### config.mk
export PLATFORM = sky130hd
export DESIGN_NAME = pump_duty_rotation_select_core
export DESIGN_NICKNAME = d
export VERILOG_FILES = /design/src/rtl/pdrs_pkg.sv /design/src/rtl/pdrs_ctrl.sv /design/src/rtl/pdrs_dp.sv /design/src/rtl/pump_duty_rotation_select_core.sv
export SDC_FILE = /design/constraint.sdc
export NUM_CORES = 1
export LEC_CHECK = 0
export ABC_AREA = 1
export BUFFER_PORTS_ARGS = -buffer_cell sky130_fd_sc_hd__buf_2
export CAP_MARGIN = 20
export CORE_MARGIN = 5
export CORE_UTILIZATION = 60
export CTS_CLUSTER_DIAMETER = 100
export DETAILED_ROUTE_END_ITERATION = 12
export PLACE_DENSITY = 0.8
export SKIP_LAST_GASP = 1
export SLEW_MARGIN = 20
export SYNTH_ARGS = -nofsm -noshare
export SYNTH_HDL_FRONTEND = slang
export SYNTH_SLANG_ARGS = --single-unit
export TNS_END_PERCENT = 5
### constraint.sdc
create_clock -name clk -period 8 [get_ports clk]
set_input_delay 0.8 -clock clk [delete_from_list [all_inputs] [get_ports clk]]
set_output_delay 0.8 -clock clk [all_outputs]
set_load 0.01 [all_outputs]
### src/rtl/pdrs_pkg.sv
// Shared constants, codes and controller/datapath interface types for the
// pump duty rotation selector. No dependencies.
`default_nettype none

package pdrs_pkg;

  localparam int MAX_PUMPS_DEF = 8;

  localparam logic [1:0] ROLE_WORKING = 2'd0;
  localparam logic [1:0] ROLE_STANDBY = 2'd1;
  localparam logic [1:0] ROLE_NONE    = 2'd2;

  localparam logic [7:0] STATUS_FAULT = 8'd2;

  localparam logic OP_WRITE  = 1'b0;
  localparam logic OP_SELECT = 1'b1;

  localparam logic MODE_HOURS = 1'b0;
  localparam logic MODE_ROUND = 1'b1;

  // Register index, taken from paddr[2]
  localparam logic REG_MODE  = 1'b0;
  localparam logic REG_COUNT = 1'b1;

  localparam logic [3:0] PUMP_COUNT_RST = 4'd8;

  typedef struct packed {
    logic capture;     // latch a select request
    logic write;       // write one table entry
    logic reduce;      // one subtract step of the start-index reduction
    logic begin_scan;  // load scan pointer and clear pass counter
    logic from_zero;   // begin_scan starts at entry 0
    logic step;        // examine one entry and advance
    logic standby;     // pass looks for standby pumps
  } pdrs_cmd_t;

  typedef struct packed {
    logic n_zero;     // no pump in use
    logic red_ge;     // start index still at or above pump count
    logic scan_last;  // current entry is the last of the pass
    logic hit;        // current entry qualifies for the pass
    logic have;       // a pump has been picked
  } pdrs_sts_t;

endpackage

`default_nettype wire

### src/rtl/pdrs_ctrl.sv
// Sequencer for the pump selector: accepts requests and steps the datapath
// through reduction, working pass and standby pass. Uses pdrs_pkg.
`default_nettype none

module pdrs_ctrl (
  input  wire logic               clk,
  input  wire logic               rst_n,
  input  wire logic               start,
  input  wire logic               operation,
  input  wire pdrs_pkg::pdrs_sts_t sts,
  output pdrs_pkg::pdrs_cmd_t     cmd,
  output logic                    busy,
  output logic                    out_valid
);

  localparam logic [2:0] ST_IDLE   = 3'd0;
  localparam logic [2:0] ST_REDUCE = 3'd1;
  localparam logic [2:0] ST_SCAN_W = 3'd2;
  localparam logic [2:0] ST_DECIDE = 3'd3;
  localparam logic [2:0] ST_SCAN_S = 3'd4;
  localparam logic [2:0] ST_DONE   = 3'd5;

  logic [2:0] state_r;
  logic [2:0] state_nxt;

  always_comb begin
    state_nxt = state_r;
    cmd       = '0;
    unique case (state_r)
      ST_IDLE: begin
        if (start) begin
          if (operation == pdrs_pkg::OP_SELECT) begin
            cmd.capture = 1'b1;
            state_nxt   = ST_REDUCE;
          end else begin
            cmd.write = 1'b1;
          end
        end
      end
      ST_REDUCE: begin
        if (sts.n_zero) begin
          state_nxt = ST_DONE;
        end else if (sts.red_ge) begin
          cmd.reduce = 1'b1;
        end else begin
          cmd.begin_scan = 1'b1;
          state_nxt      = ST_SCAN_W;
        end
      end
      ST_SCAN_W: begin
        cmd.step = 1'b1;
        if (sts.scan_last) begin
          state_nxt = ST_DECIDE;
        end
      end
      ST_DECIDE: begin
        if (sts.have) begin
          state_nxt = ST_DONE;
        end else begin
          cmd.begin_scan = 1'b1;
          cmd.from_zero  = 1'b1;
          state_nxt      = ST_SCAN_S;
        end
      end
      ST_SCAN_S: begin
        cmd.step    = 1'b1;
        cmd.standby = 1'b1;
        if (sts.hit || sts.scan_last) begin
          state_nxt = ST_DONE;
        end
      end
      ST_DONE: begin
        state_nxt = ST_IDLE;
      end
      default: begin
        state_nxt = ST_IDLE;
      end
    endcase
  end

  always_ff @(posedge clk) begin
    if (!rst_n) begin
      state_r <= ST_IDLE;
    end else begin
      state_r <= state_nxt;
    end
  end

  assign busy      = (state_r != ST_IDLE);
  assign out_valid = (state_r == ST_DONE);

endmodule

`default_nettype wire

### src/rtl/pdrs_dp.sv
// Datapath for the pump selector: pump tables, start-index reduction, scan
// pointer and the running pick. Uses pdrs_pkg.
`default_nettype none

module pdrs_dp #(
  parameter int MAX_PUMPS = pdrs_pkg::MAX_PUMPS_DEF
) (
  input  wire logic                clk,
  input  wire logic                rst_n,
  input  wire pdrs_pkg::pdrs_cmd_t cmd,
  output pdrs_pkg::pdrs_sts_t      sts,
  input  wire logic                cfg_mode,
  input  wire logic [3:0]          cfg_count,
  input  wire logic [2:0]          in_pump_index,
  input  wire logic [1:0]          in_pump_role,
  input  wire logic [7:0]          in_pump_status,
  input  wire logic [31:0]         in_run_time,
  input  wire logic [2:0]          in_last_active,
  input  wire logic                in_last_active_valid,
  output logic                     out_found,
  output logic [2:0]               out_selected_pump
);

  localparam int IW = (MAX_PUMPS > 1) ? $clog2(MAX_PUMPS) : 1;
  localparam int NW = $clog2(MAX_PUMPS + 1);
  localparam int RW = (NW > 4) ? NW : 4;

  logic [1:0]    role_r  [MAX_PUMPS];
  logic [1:0]    role_nxt[MAX_PUMPS];
  logic          fault_r  [MAX_PUMPS];
  logic          fault_nxt[MAX_PUMPS];
  logic [31:0]   hours_r  [MAX_PUMPS];
  logic [31:0]   hours_nxt[MAX_PUMPS];

  logic [NW-1:0] n_r, n_nxt;
  logic [RW-1:0] red_r, red_nxt;
  logic [IW-1:0] ptr_r, ptr_nxt;
  logic [NW-1:0] cnt_r, cnt_nxt;
  logic          have_r, have_nxt;
  logic [IW-1:0] pick_r, pick_nxt;
  logic [31:0]   least_r, least_nxt;

  logic [NW-1:0] n_sat;
  logic [NW-1:0] ptr_inc;
  logic [1:0]    want_role;
  logic          elig;
  logic          take;
  logic          wr_ok;
  logic [IW-1:0] wr_addr;

  // Saturate pump count to the table depth
  assign n_sat     = (int'(cfg_count) > MAX_PUMPS) ? NW'(MAX_PUMPS) : NW'(cfg_count);
  assign ptr_inc   = NW'(ptr_r) + NW'(1);
  assign want_role = cmd.standby ? pdrs_pkg::ROLE_STANDBY : pdrs_pkg::ROLE_WORKING;
  assign elig      = (role_r[ptr_r] == want_role) && !fault_r[ptr_r];
  assign wr_ok     = int'(in_pump_index) < MAX_PUMPS;
  assign wr_addr   = IW'(in_pump_index);

  // Hours pass keeps the strictly smaller run time; other passes keep the first
  always_comb begin
    if (!cmd.standby && (cfg_mode == pdrs_pkg::MODE_HOURS)) begin
      take = elig && (!have_r || (hours_r[ptr_r] < least_r));
    end else begin
      take = elig && !have_r;
    end
  end

  always_comb begin
    role_nxt  = role_r;
    fault_nxt = fault_r;
    hours_nxt = hours_r;
    n_nxt     = n_r;
    red_nxt   = red_r;
    ptr_nxt   = ptr_r;
    cnt_nxt   = cnt_r;
    have_nxt  = have_r;
    pick_nxt  = pick_r;
    least_nxt = least_r;
    if (cmd.write && wr_ok) begin
      role_nxt[wr_addr]  = in_pump_role;
      fault_nxt[wr_addr] = (in_pump_status == pdrs_pkg::STATUS_FAULT);
      hours_nxt[wr_addr] = in_run_time;
    end
    if (cmd.capture) begin
      n_nxt     = n_sat;
      red_nxt   = ((cfg_mode == pdrs_pkg::MODE_ROUND) && in_last_active_valid)
                  ? RW'(in_last_active) + RW'(1) : '0;
      have_nxt  = 1'b0;
      pick_nxt  = '0;
      least_nxt = '0;
    end
    if (cmd.reduce) begin
      red_nxt = red_r - RW'(n_r);
    end
    if (cmd.begin_scan) begin
      ptr_nxt = cmd.from_zero ? '0 : IW'(red_r);
      cnt_nxt = '0;
    end
    if (cmd.step) begin
      if (take) begin
        have_nxt  = 1'b1;
        pick_nxt  = ptr_r;
        least_nxt = hours_r[ptr_r];
      end
      ptr_nxt = (ptr_inc == n_r) ? '0 : IW'(ptr_inc);
      cnt_nxt = NW'(cnt_r + NW'(1));
    end
  end

  always_ff @(posedge clk) begin
    if (!rst_n) begin
      for (int i = 0; i < MAX_PUMPS; i++) begin
        role_r[i]  <= pdrs_pkg::ROLE_NONE;
        fault_r[i] <= 1'b0;
        hours_r[i] <= '0;
      end
      have_r <= 1'b0;
      pick_r <= '0;
    end else begin
      role_r  <= role_nxt;
      fault_r <= fault_nxt;
      hours_r <= hours_nxt;
      have_r  <= have_nxt;
      pick_r  <= pick_nxt;
    end
  end

  always_ff @(posedge clk) begin
    n_r     <= n_nxt;
    red_r   <= red_nxt;
    ptr_r   <= ptr_nxt;
    cnt_r   <= cnt_nxt;
    least_r <= least_nxt;
  end

  always_comb begin
    sts           = '0;
    sts.n_zero    = (n_r == '0);
    sts.red_ge    = (red_r >= RW'(n_r));
    sts.scan_last = (NW'(cnt_r + NW'(1)) == n_r);
    sts.hit       = elig;
    sts.have      = have_r;
  end

  assign out_found         = have_r;
  assign out_selected_pump = 3'(pick_r);

endmodule

`default_nettype wire

### src/rtl/pump_duty_rotation_select_core.sv
// Top level of the pump duty rotation selector: configuration registers on
// an APB-style port, controller and datapath. Uses pdrs_pkg, pdrs_ctrl, pdrs_dp.
// Write requests leave busy low, so a new request may follow in the next
// cycle. A select request holds busy through the start-index reduction (round
// robin only), the working pass over every pump in use and, only when no
// working pump is found, the standby pass, which ends at the first standby pump
// it can pick; the scan reads one table entry per cycle. With a pump count of
// zero the select skips the reduction and both passes. The result strobe comes
// in the last busy cycle and cannot be stalled. Synchronous reset marks every
// pump not taking part, healthy, zero run time; mode hours, pump count 8.
`default_nettype none

module pump_duty_rotation_select_core #(
  parameter int MAX_PUMPS = pdrs_pkg::MAX_PUMPS_DEF
) (
  input  wire logic        clk,
  input  wire logic        rst_n,
  // configuration port
  input  wire logic        psel,
  input  wire logic        penable,
  input  wire logic        pwrite,
  input  wire logic [2:0]  paddr,
  input  wire logic [31:0] pwdata,
  output logic [31:0]      prdata,
  output logic             pready,
  // request channel
  input  wire logic        start,
  output logic             busy,
  input  wire logic        in_operation,
  input  wire logic [2:0]  in_pump_index,
  input  wire logic [1:0]  in_pump_role,
  input  wire logic [7:0]  in_pump_status,
  input  wire logic [31:0] in_run_time,
  input  wire logic [2:0]  in_last_active,
  input  wire logic        in_last_active_valid,
  // result channel
  output logic             out_valid,
  output logic             out_found,
  output logic [2:0]       out_selected_pump
);

  logic       mode_r, mode_nxt;
  logic [3:0] count_r, count_nxt;
  logic       cfg_wr;
  logic       ctrl_start;

  pdrs_pkg::pdrs_cmd_t cmd;
  pdrs_pkg::pdrs_sts_t sts;

  // Registers sit at 4-byte steps; the register index is paddr[2]
  assign pready = 1'b1;
  assign cfg_wr = psel && penable && pwrite;

  always_comb begin
    mode_nxt  = mode_r;
    count_nxt = count_r;
    if (cfg_wr) begin
      unique case (paddr[2])
        pdrs_pkg::REG_MODE:  mode_nxt  = pwdata[0];
        pdrs_pkg::REG_COUNT: count_nxt = pwdata[3:0];
        default:             mode_nxt  = mode_r;
      endcase
    end
  end

  always_ff @(posedge clk) begin
    if (!rst_n) begin
      mode_r  <= pdrs_pkg::MODE_HOURS;
      count_r <= pdrs_pkg::PUMP_COUNT_RST;
    end else begin
      mode_r  <= mode_nxt;
      count_r <= count_nxt;
    end
  end

  // Read back the addressed register
  always_comb begin
    unique case (paddr[2])
      pdrs_pkg::REG_MODE:  prdata = {31'd0, mode_r};
      pdrs_pkg::REG_COUNT: prdata = {28'd0, count_r};
      default:             prdata = '0;
    endcase
  end

  // Drop start while a select is in flight
  assign ctrl_start = start && !busy;

  pdrs_ctrl u_ctrl (
    .clk       (clk),
    .rst_n     (rst_n),
    .start     (ctrl_start),
    .operation (in_operation),
    .sts       (sts),
    .cmd       (cmd),
    .busy      (busy),
    .out_valid (out_valid)
  );

  pdrs_dp #(
    .MAX_PUMPS (MAX_PUMPS)
  ) u_dp (
    .clk                  (clk),
    .rst_n                (rst_n),
    .cmd                  (cmd),
    .sts                  (sts),
    .cfg_mode             (mode_r),
    .cfg_count            (count_r),
    .in_pump_index        (in_pump_index),
    .in_pump_role         (in_pump_role),
    .in_pump_status       (in_pump_status),
    .in_run_time          (in_run_time),
    .in_last_active       (in_last_active),
    .in_last_active_valid (in_last_active_valid),
    .out_found            (out_found),
    .out_selected_pump    (out_selected_pump)
  );

  // Result strobe lasts one cycle only
  a_strobe_single: assert property (@(posedge clk) disable iff (!rst_n)
    out_valid |=> !out_valid)
    else $error("result strobe held for more than one cycle");

  // A select request must occupy the block
  a_select_busy: assert property (@(posedge clk) disable iff (!rst_n)
    (start && !busy && (in_operation == pdrs_pkg::OP_SELECT)) |=> busy)
    else $error("select request did not raise busy");

  // A write request completes in its accept cycle
  a_write_free: assert property (@(posedge clk) disable iff (!rst_n)
    (start && !busy && (in_operation == pdrs_pkg::OP_WRITE)) |=> !busy)
    else $error("write request left the block busy");

  // An empty result reports pump zero
  a_none_zero: assert property (@(posedge clk) disable iff (!rst_n)
    (out_valid && !out_found) |-> (out_selected_pump == 3'd0))
    else $error("empty result carries a pump index");

endmodule

`default_nettype wire

---- Yosys cells after proc, flatten, opt, wreduce, memory -nomap -nowiden ----
Cells that the tools add are included.
word-level totals
  flip-flop bits (word level) ............. 339
  input bits .............................. 91
  output and inout port bits .............. 39
  word-level logic and storage cells ...... 146
operators by class
  add/subtract/negate cells ............... 4
  magnitude comparators ................... 6
  equality and inequality tests ........... 14
  muxes and demuxes ....................... 60
  bitwise gates (word level) .............. 4
  reduce and logical (&&, ||, !) cells .... 24
operators with widths
  operator                                                          count
  256-bit bitwise mux                                               1
  32-bit 2-to-1 mux                                                 6
  32-bit binary-select mux with 3-bit select                        1
  32-bit demux with 3-bit select                                    1
  32-bit one-hot mux with 2 select lines                            1
  3-bit 2-to-1 mux                                                  13
  32-bit < comparator                                               1
  4-bit 2-to-1 mux                                                  5
  1-bit 2-to-1 mux                                                  17
  16-bit bitwise mux                                                1
  3-bit one-hot mux with 5 select lines                             1
  2-bit 2-to-1 mux                                                  7
  1-bit logical AND                                                 9
  3-bit by 1-bit adder with 4-bit output (second input constant)    2
  8-bit bitwise mux                                                 1
  4-bit == test                                                     2
  8-bit by 2-bit == test with 1-bit output (second input constant)  1
  4-bit greater-or-equal comparator (second input constant)         2
  3-bit NOT with 4-bit output                                       2
  2-bit binary-select mux with 3-bit select                         1
  2-bit demux with 3-bit select                                     1
  3-bit by 2-bit == test with 1-bit output (second input constant)  2
  3-bit == test (second input constant)                             2
  5-bit AND reduction                                               1
  22 further kinds                                                  31

---- Depth between registers and ports, before layout ----
Gate-level depths: netlist of run 1.
  depth in word-level cells ............... 10
  depth in mapped cells ................... 25
  gate-level depth less buffers ........... 21

---- Hierarchy ----
A second synthesis of run 1 with hierarchy kept.
second synthesis, totals
  cell total of the unflattened synthesis .. 2,277
  area total of the unflattened synthesis .. 15,887.7 um^2
by module, submodules not included
  module                          instances  cells an instance  area an instance (um^2)  seq. area each (um^2)
  pdrs_dp                         1          2,153              15,107.0                 6,776.5
  pump_duty_rotation_select_core  1          76                 503.0                    100.1
  pdrs_ctrl                       1          48                 277.8                    60.1

---- Worst setup path after synthesis of run 1 ----
OpenSTA, ideal clock, no wires.
  path type ............................... register -> register
  from .................................... reg u_dp.ptr_r[0]
  to ...................................... reg u_dp.least_r[10]
  setup time .............................. 0.114 ns
  data arrival time ....................... 3.044 ns
  data required time ...................... 7.886 ns
  slack ................................... 4.842 ns
  stages on the path, launching flop included .. 22
  path buffers ............................ 6
  clock period less this slack ............ 3.158 ns
  path through ............................ edfxtp_1 > inv_1 > buf_2 > buf_2 > buf_2 > clkbuf_1 > o21ai_0 > a31oi_1 > ha_1 > a21oi_1 > nor2_1 > a211oi_1 > o221a_2 > nand2_1 > nand2_1 > nand2_1 > nand2_1 > nand2_2 > buf_6 > buf_6 > nand3_1 > nand2_1
on the way
  longest elaborated chain between the ends .. 10
  elaborated cells between the ends (all ways) .. 20
  classes of those cells .................. order compare (1); eq/ne (1); mux (12); bitwise (1); reduce/logical (5)
ends and longest elaborated chain
  element                                                                             RTL line                                      text
  start: declaration                                                                  pdrs_dp.sv:37                                 logic [IW-1:0] ptr_r, ptr_nxt;
  start signal: assignment                                                            pdrs_dp.sv:131                                ptr_r <= ptr_nxt;
  3-bit NOT with 4-bit output (implied by the code) (*)                               pdrs_dp.sv:55, pdrs_dp.sv:62, pdrs_dp.sv:103
  32-bit binary-select mux with 3-bit select, or another cell as far along            pdrs_dp.sv:62, pdrs_dp.sv:103
  32-bit 2-to-1 mux (implied by the code), or another cell as far along (2 in a row)  pdrs_dp.sv:62, pdrs_dp.sv:103
  32-bit < comparator, or another cell as far along                                   pdrs_dp.sv:62                                 take = elig && (!have_r || (hours_r[ptr_r] < least_r));
  1-bit logical OR / 1-bit logical AND (equally long branches)                        pdrs_dp.sv:62, pdrs_dp.sv:55
  1-bit logical AND, on equally long branches                                         pdrs_dp.sv:62, pdrs_dp.sv:64
  1-bit 2-to-1 mux                                                                    pdrs_dp.sv:61                                 if (!cmd.standby && (cfg_mode == pdrs_pkg::MODE_HOURS)) begin
  32-bit 2-to-1 mux (*)                                                               pdrs_dp.sv:100                                if (take) begin
  32-bit 2-to-1 mux (*)                                                               pdrs_dp.sv:99                                 if (cmd.step) begin
  net u_dp.least_nxt[10]                                                              pdrs_dp.sv:41                                 logic [31:0] least_r, least_nxt;
  end signal: assignment                                                              pdrs_dp.sv:133                                least_r <= least_nxt;
  end: declaration                                                                    pdrs_dp.sv:41
The timed path passes the listed nets; every way through them passes the cells marked *. The select of a mux whose other input is x is not followed.
A chain may end at the register's enable or synchronous reset.

---- Worst setup path after layout of run 1 ----
  from .................................... reg u_dp.ptr_r[0]
  to ...................................... reg u_dp.least_r[7]
The elaborated chain is that of the path after synthesis.

==> metrics.yaml, run 1 <==
sta:
  clock_skew_ns: 0.0193
  drv_slew: 0
  period_needed_ns: 5.75
  finalWorstSetupSlack_ns: 2.25
  fmax_mhz: 174
  grt_setup_unrepaired: "no"
  setup_viol: 0
  tightest_slew_ns: 1.13
  slew_headroom_pct: 24.7
  finalHoldViolations: 0
  fin_setup_tns_ns: 0
  fin_crit_sh_pct: 71.9
clocking:
  clk_latency_ns: 0.52
  cts_tree: "built"
  postCtsHoldBufs: 0
  cts_setup_buffers: 0
  htree_num_levels: 2
  cts_sinks: 339
  clockBufferDepth: 3
  path_clk_slew_ns: 0.06
  numCtsBuffers: 36
  postCtsResizedCells: 0
  root_buffer: "clkbuf_16"
routing:
  wirelength_um: 43700
  final_antenna_net_count: 0
  vias: 14900
  remaining_drc_errors: 0
  wire_per_inst_um: 17.2
  initialDrtViolationCount: 1746
  via_per_inst: 5.87
  first_pass_iters: 6
setup_path:
  cp_max_fo: 76
  cp-end-kind: "flip-flop"
  startpoint_type: "flip-flop"
  cp.arrival_ns: 6.20
  cp_data_required_time_ns: 8.45
  path_class: "flip-flop to flip-flop"
synth:
  synthArstFlopShare_pct: 0
  syn_inst: 2230
  synth.area.top_cells: "dfxtp_1 (41%), nor2_1 (19%), o21ai_0 (13%)"
  synth-edff-count: 15
  synthFlopType: "dfxtp_1"
  synthTopCellsByCount: "nor2_1 (778), o21ai_0 (414), dfxtp_1 (324)"
  avgSynthCellArea_um2: 7.01
  ys_ff_latch: 339
  synth_top_cell_by_area: "dfxtp_1"
  yosysWarnings: 0
  yosys.area.top_type_share_pct: 41.5
  synth_cell_types: 37
  synth.most_common_cell: "nor2_1"
  synth.cell_area_um2: 15600
  seq_area_frac_synth_pct: 44.4
final_layout:
  n_fill_cell: 2266
  drive_gt1_share_pct: 7.81
  areaGrowthSynthToFinish_pct: 7.56
  nets: 2306
global_route:
  grt_antenna_before_repair: 2
  grt_overflow: 0
  grt_max_degree: 183
  grt_pass1_wl_um: 71000
  grt.total_usage_pct: 29.3
  grt_pass1_vias: 14000
power:
  pwr-share-comb_pct: 35.9
  ir_drop_v: 0.000304
  powerDensity_nw_per_um2: 328
  p_int_mw: 3.42
  power_switching_mw: 2.09
  switching_share_pct: 37.9
  p_clk_share_pct: 29.6
  leakage_nw: 7.50
  p_seq_share_pct: 34.5
min_path:
  min_path_type: "flip-flop to flip-flop"
place:
  dp_slack_ns: 2.54
  port_buffers: 70
  gp_congestion: 0.820
  dp_hpwl_um: 22800
job:
  drv_cap: 0
die:
  chipWidth_um: 171
  die_h_um: 171
  num_io_pins: 130
  dieArea_um2: 29400
  start_util_pct: 60.5
  core_area_um2: 25800
  rows: 59
status:
  outcome: "complete, no violations"
## layout by cell type, fill, tap and decap left out, types with 3 or more instances in the layout
cell,synthesis,routed
clkinvlp_4,0,5
buf_2,19,69
nor4_1,3,3
nor2_2,0,8
o21ai_0,414,414
xnor2_1,4,4
o22ai_1,33,33
clkbuf_8,0,7
clkinv_2,0,9
xor2_1,7,7
nand3_1,49,49
a21oi_1,43,43
a211oi_1,3,3
nor3_1,13,13
nand4_1,5,5
ha_1,38,38
o211ai_1,14,14
edfxtp_1,15,15
clkbuf_1,111,4
clkbuf_16,0,37
conb_1,2,29
o31ai_1,3,3
dfxtp_1,324,324
buf_4,29,16
nand2_1,139,139
a31oi_1,32,32
inv_1,82,79
inv_2,12,14
nor2_1,778,770
## metrics by stage
step | cells | utilization [%] | area, µm² | hold slack [ns] | total power [mW]
after CTS | 2537 | 65.1 | 16800 | 0.453 | 5.49
after floorplan | 2257 | - | 15700 | 0.429 | 3.40
after global routing | 2539 | 65.1 | 16800 | 0.479 | 5.86
after detailed placement | 2473 | 60.6 | 15700 | 0.443 | 3.86
final | 2539 | 65.1 | 16800 | 0.454 | 5.51
after global placement | 2473 | 60.6 | 15700 | 0.439 | 3.81
## routing by layer
metal,wire (µm),GRT usage [%],share of wire (%)
met5,0,0,0
met1,17900,39.3,41
met3,4450,4.50,10
met4,1120,9.65,2.6
met2,20200,48.8,46
## flip-flops by register name, summed over array words and instances (netlist names)
signal / count
u_dp.out_selected_pump: 3
u_dp.ptr_r: 3
count_r: 4
u_dp.least_r: 32
u_ctrl.state_r: 3
u_dp.red_r: 4
u_dp.n_r: 4
u_dp.role_r: 16
mode_r: 1
u_dp.hours_r: 256
u_dp.fault_r: 8
u_dp.out_found: 1
u_dp.cnt_r: 4
## power by group through the flow
stage          registers [mW]  clock network, mW  logic (mW)
5_1_grt                  1.91               1.72        2.23
4_1_cts                  1.90               1.65        1.94
6_report                 1.90               1.63        1.98
2_1_floorplan            1.92                  0        1.48
3_5_place_dp             1.93                  0        1.92
3_3_place_gp             1.93                  0        1.88
## worst max-delay path: stages, from the launching register on
cell and delay, ns:
edfxtp_1 0.37, buf_4 0.34, inv_4 0.69, buf_4 0.65
o21ai_0 0.17, o22ai_1 0.16, nor2_1 0.06, a31oi_1 0.21
ha_1 0.28, a21oi_1 0.15, nor2_1 0.06, a211oi_1 0.22
nand2_1 0.14, nand2_1 0.07, nand2_1 0.07, nand2_1 0.07
nand2_1 0.12, nand2_1 0.13, nand2_2 0.51, inv_2 0.79
nand2_1 0.15, nand2_1 0.12
## final timing paths
path	startpoint	slack, ns	to	cells after the start
setup / recovery	u_dp.ptr_r[0]$_DFFE_PP_	2.25	u_dp.least_r[7]$_DFF_P_	21
hold / removal	u_dp.hours_r[128]$_SDFFE_PN0P_	0.45	u_dp.hours_r[128]$_SDFFE_PN0P_	2
setup reg to reg	u_dp.ptr_r[0]$_DFFE_PP_	2.25	u_dp.least_r[7]$_DFF_P_	21
hold reg to reg	u_dp.hours_r[128]$_SDFFE_PN0P_	0.45	u_dp.hours_r[128]$_SDFFE_PN0P_	2
## kinds of logic after synthesis
family,count (synthesis),share of synthesized area (%)
xor+xnor,11,0.616
fa+ha+maj,39,3.17
simple gates,990,24.5
buf+inv,299,8.66
other cells,2,0.0480
compound gates,550,18.7
flops,339,44.4
## layout make-up
class,instances,area [µm²],share of cell area (%)
inverters,94,355,2.11
clock inverters,16,121,0.722
well taps,335,419,2.49
repair buffers,86,477,2.84
flip-flops and latches,339,6940,41.3
diodes,2,5.00,0.0298
multi-input cells,1619,7460,44.4
clock buffers,48,1040,6.17
Power figures use the tool's default switching activity.
==> run 2: changes to the inputs <==
Settings changed: ABC_AREA 1 to 0.
Clock period 8 ns to 5.7 ns, I/O delays scaled along.
==> metrics.yaml, run 2 <==
setup_path:
  path_class: "flip-flop to flip-flop"
  startpoint_type: "flip-flop"
  ff2ff_setup_slack_ns: 1.58
  cp-end-kind: "flip-flop"
  cp.arrival_ns: 4.54
  r2r_end: "u_dp.least_r[9]$_DFF_P_"
  cp_data_required_time_ns: 6.11
  rr_worst_depth: 12
  cp_max_fo: 30
  r2r-start: "u_dp.ptr_r[0]$_DFFE_PP_"
final_layout:
  final_cells: 2211
  fin_util_pct: 65.6
  most-common-layout-cells: "nand2_1 (670), dfxtp_1 (324), a21oi_1 (288)"
  reg_top3: "u_dp.hours_r: 256 flops, u_dp.least_r: 32 flops, u_dp.role_r: 16 flops"
  areaGrowthSynthToFinish_pct: 7.87
  regMostFlops: "u_dp.hours_r"
  final_common_cell: "nand2_1"
  nets: 1979
  largest_register_ffs: 256
  final_area_um2: 17000
  drive_gt1_share_pct: 13.6
synth:
  synthFlopType: "dfxtp_1"
  synth.most_common_cell: "nand2_1"
  synth.cell_area_um2: 15800
  yosysWarnings: 0
  ys_ff_latch: 339
  yosys.area.top_type_share_pct: 41.0
  synthArstFlopShare_pct: 0
  seq_area_frac_synth_pct: 43.9
  avgSynthCellArea_um2: 8.43
  synth.area.top_cells: "dfxtp_1 (41%), nand2_1 (16%), a21oi_1 (9.1%)"
  synth_top_cell_by_area: "dfxtp_1"
  synth-edff-count: 15
  synthTopCellsByCount: "nand2_1 (670), dfxtp_1 (324), a21oi_1 (288)"
  syn_inst: 1874
  synth_cell_types: 55
job:
  drv_cap: 0
min_path:
  min_path_type: "primary input to flip-flop"
  hold_path.startpoint: "pwdata[3]"
  worstHoldPathCells: 3
  whs_endpoint: "count_r[3]$_SDFFE_PN1P_"
routing:
  remaining_drc_errors: 0
  vias: 13000
  via_per_inst: 5.86
  first_pass_iters: 8
  initialDrtViolationCount: 1138
  wire_per_inst_um: 18.2
  wirelength_um: 40300
  final_antenna_net_count: 0
sta:
  setup_viol: 0
  fmax_mhz: 242
  fin_setup_tns_ns: 0
  period_needed_ns: 4.12
  clock_skew_ns: 0.0139
  slew_headroom_pct: 29.0
  tightest_slew_ns: 1.06
  finalHoldViolations: 0
  finalWorstSetupSlack_ns: 1.58
  drv_slew: 0
  grt_setup_unrepaired: "no"
  fin_crit_sh_pct: 72.4
  whs_ns: 0.275
die:
  core_area_um2: 26000
  rows: 59
  dieArea_um2: 29700
  num_io_pins: 130
  chipWidth_um: 172
  start_util_pct: 60.8
  die_h_um: 172
global_route:
  grtUsageMet3_pct: 5.14
  use_met1_pct: 32.5
  grt_busiest_layer: "met2"
  grt_overflow: 0
  grt_antenna_before_repair: 4
  grtUsageMet2_pct: 46.9
  grt_pass1_wl_um: 63900
  grt.total_usage_pct: 26.8
  grt_pass1_vias: 12800
  grt_max_degree: 165
power:
  leakage_nw: 6.46
  power_switching_mw: 1.82
  powerDensity_nw_per_um2: 357
  p_int_mw: 4.27
  pwr-share-comb_pct: 21.2
  p_clk_share_pct: 36.3
  p_total_mw: 6.08
  p_seq_share_pct: 42.5
  switching_share_pct: 29.9
  ir_drop_v: 0.000264
clocking:
  cts_setup_buffers: 0
  clockBufferDepth: 3
  root_buffer: "clkbuf_16"
  clk_latency_ns: 0.52
  cts_sinks: 339
  htree_num_levels: 2
  postCtsResizedCells: 0
  numCtsBuffers: 36
  postCtsHoldBufs: 0
  cts_tree: "built"
  path_clk_slew_ns: 0.06
place:
  placed_cells: 2145
  placed_cell_area_um2: 15900
  port_buffers: 70
  dp_slack_ns: 1.65
  gp_congestion: 0.789
  dp_hpwl_um: 23700
status:
  outcome: "complete, no violations"
[run 2: cells by family (layout without fill, tap and decap cells)]
group | count (synthesis) | after routing | synth area share, %
simple gates | 813 | 813 | 20.5
flops | 339 | 339 | 43.9
compound gates | 324 | 324 | 11.0
buf+inv | 231 | 202 | 7.43
mux | 114 | 114 | 13.4
fa+ha+maj | 39 | 39 | 3.14
xor+xnor | 12 | 12 | 0.665
other cells | 2 | 33 | 0.0475
[run 2: worst max path at each step]
| stage | startpoint | endpoint | slack, ns | cells past startpoint |
|---|---|---|---|---|
| after floorplan | u_dp.ptr_r[0]$_DFFE_PP_ | u_dp.least_r[10]$_DFF_P_ | 1.78 | 16 |
| after global placement | u_dp.ptr_r[0]$_DFFE_PP_ | u_dp.least_r[4]$_DFF_P_ | 1.66 | 12 |
| after detailed placement | u_dp.ptr_r[0]$_DFFE_PP_ | u_dp.least_r[4]$_DFF_P_ | 1.65 | 12 |
| after CTS | u_dp.ptr_r[0]$_DFFE_PP_ | u_dp.least_r[6]$_DFF_P_ | 1.62 | 12 |
| after global routing | u_dp.ptr_r[0]$_DFFE_PP_ | u_dp.least_r[6]$_DFF_P_ | 1.44 | 12 |
| final | u_dp.ptr_r[0]$_DFFE_PP_ | u_dp.least_r[9]$_DFF_P_ | 1.58 | 12 |
[run 2: critical path: stages (launching register included)]
cell and delay (ns):
edfxtp_1 0.63, buf_4 0.53, mux4_2 0.57, nand2_1 0.08, nand2_1 0.11, ha_1 0.32
a211oi_1 0.29, o211ai_1 0.15, o221a_2 0.26, o21ai_0 0.29, o211ai_4 0.11, buf_4 0.29
mux2_4 0.35
[run 2: cell type report]
| class | instances | area, µm² |
|---|---|---|
| sequential | 339 | 6940 |
| timing repair buffer | 96 | 591 |
| clock buffer | 52 | 1050 |
| inverter | 45 | 176 |
| multi-input combinational | 1331 | 7800 |
| tap | 335 | 419 |
| antenna | 4 | 10.0 |
| clock inverter | 9 | 56.3 |
| fill | 2079 | 8940 |
[run 2: power groups by stage]
stage | Clock, mW | Sequential, mW | Combinational [mW]
5_1_grt | 2.34 | 2.60 | 1.38
3_3_place_gp | 0 | 2.63 | 1.25
2_1_floorplan | 0 | 2.59 | 1.02
4_1_cts | 2.23 | 2.58 | 1.28
3_5_place_dp | 0 | 2.63 | 1.28
6_report | 2.21 | 2.58 | 1.29
[run 2: metal layers]
layer  vias to the layer above  wire [µm]
met5                         -         13
met4                         2       1440
met3                       120       3500
met2                       519      19900
met1                      6216      15500
li1                       6108          -
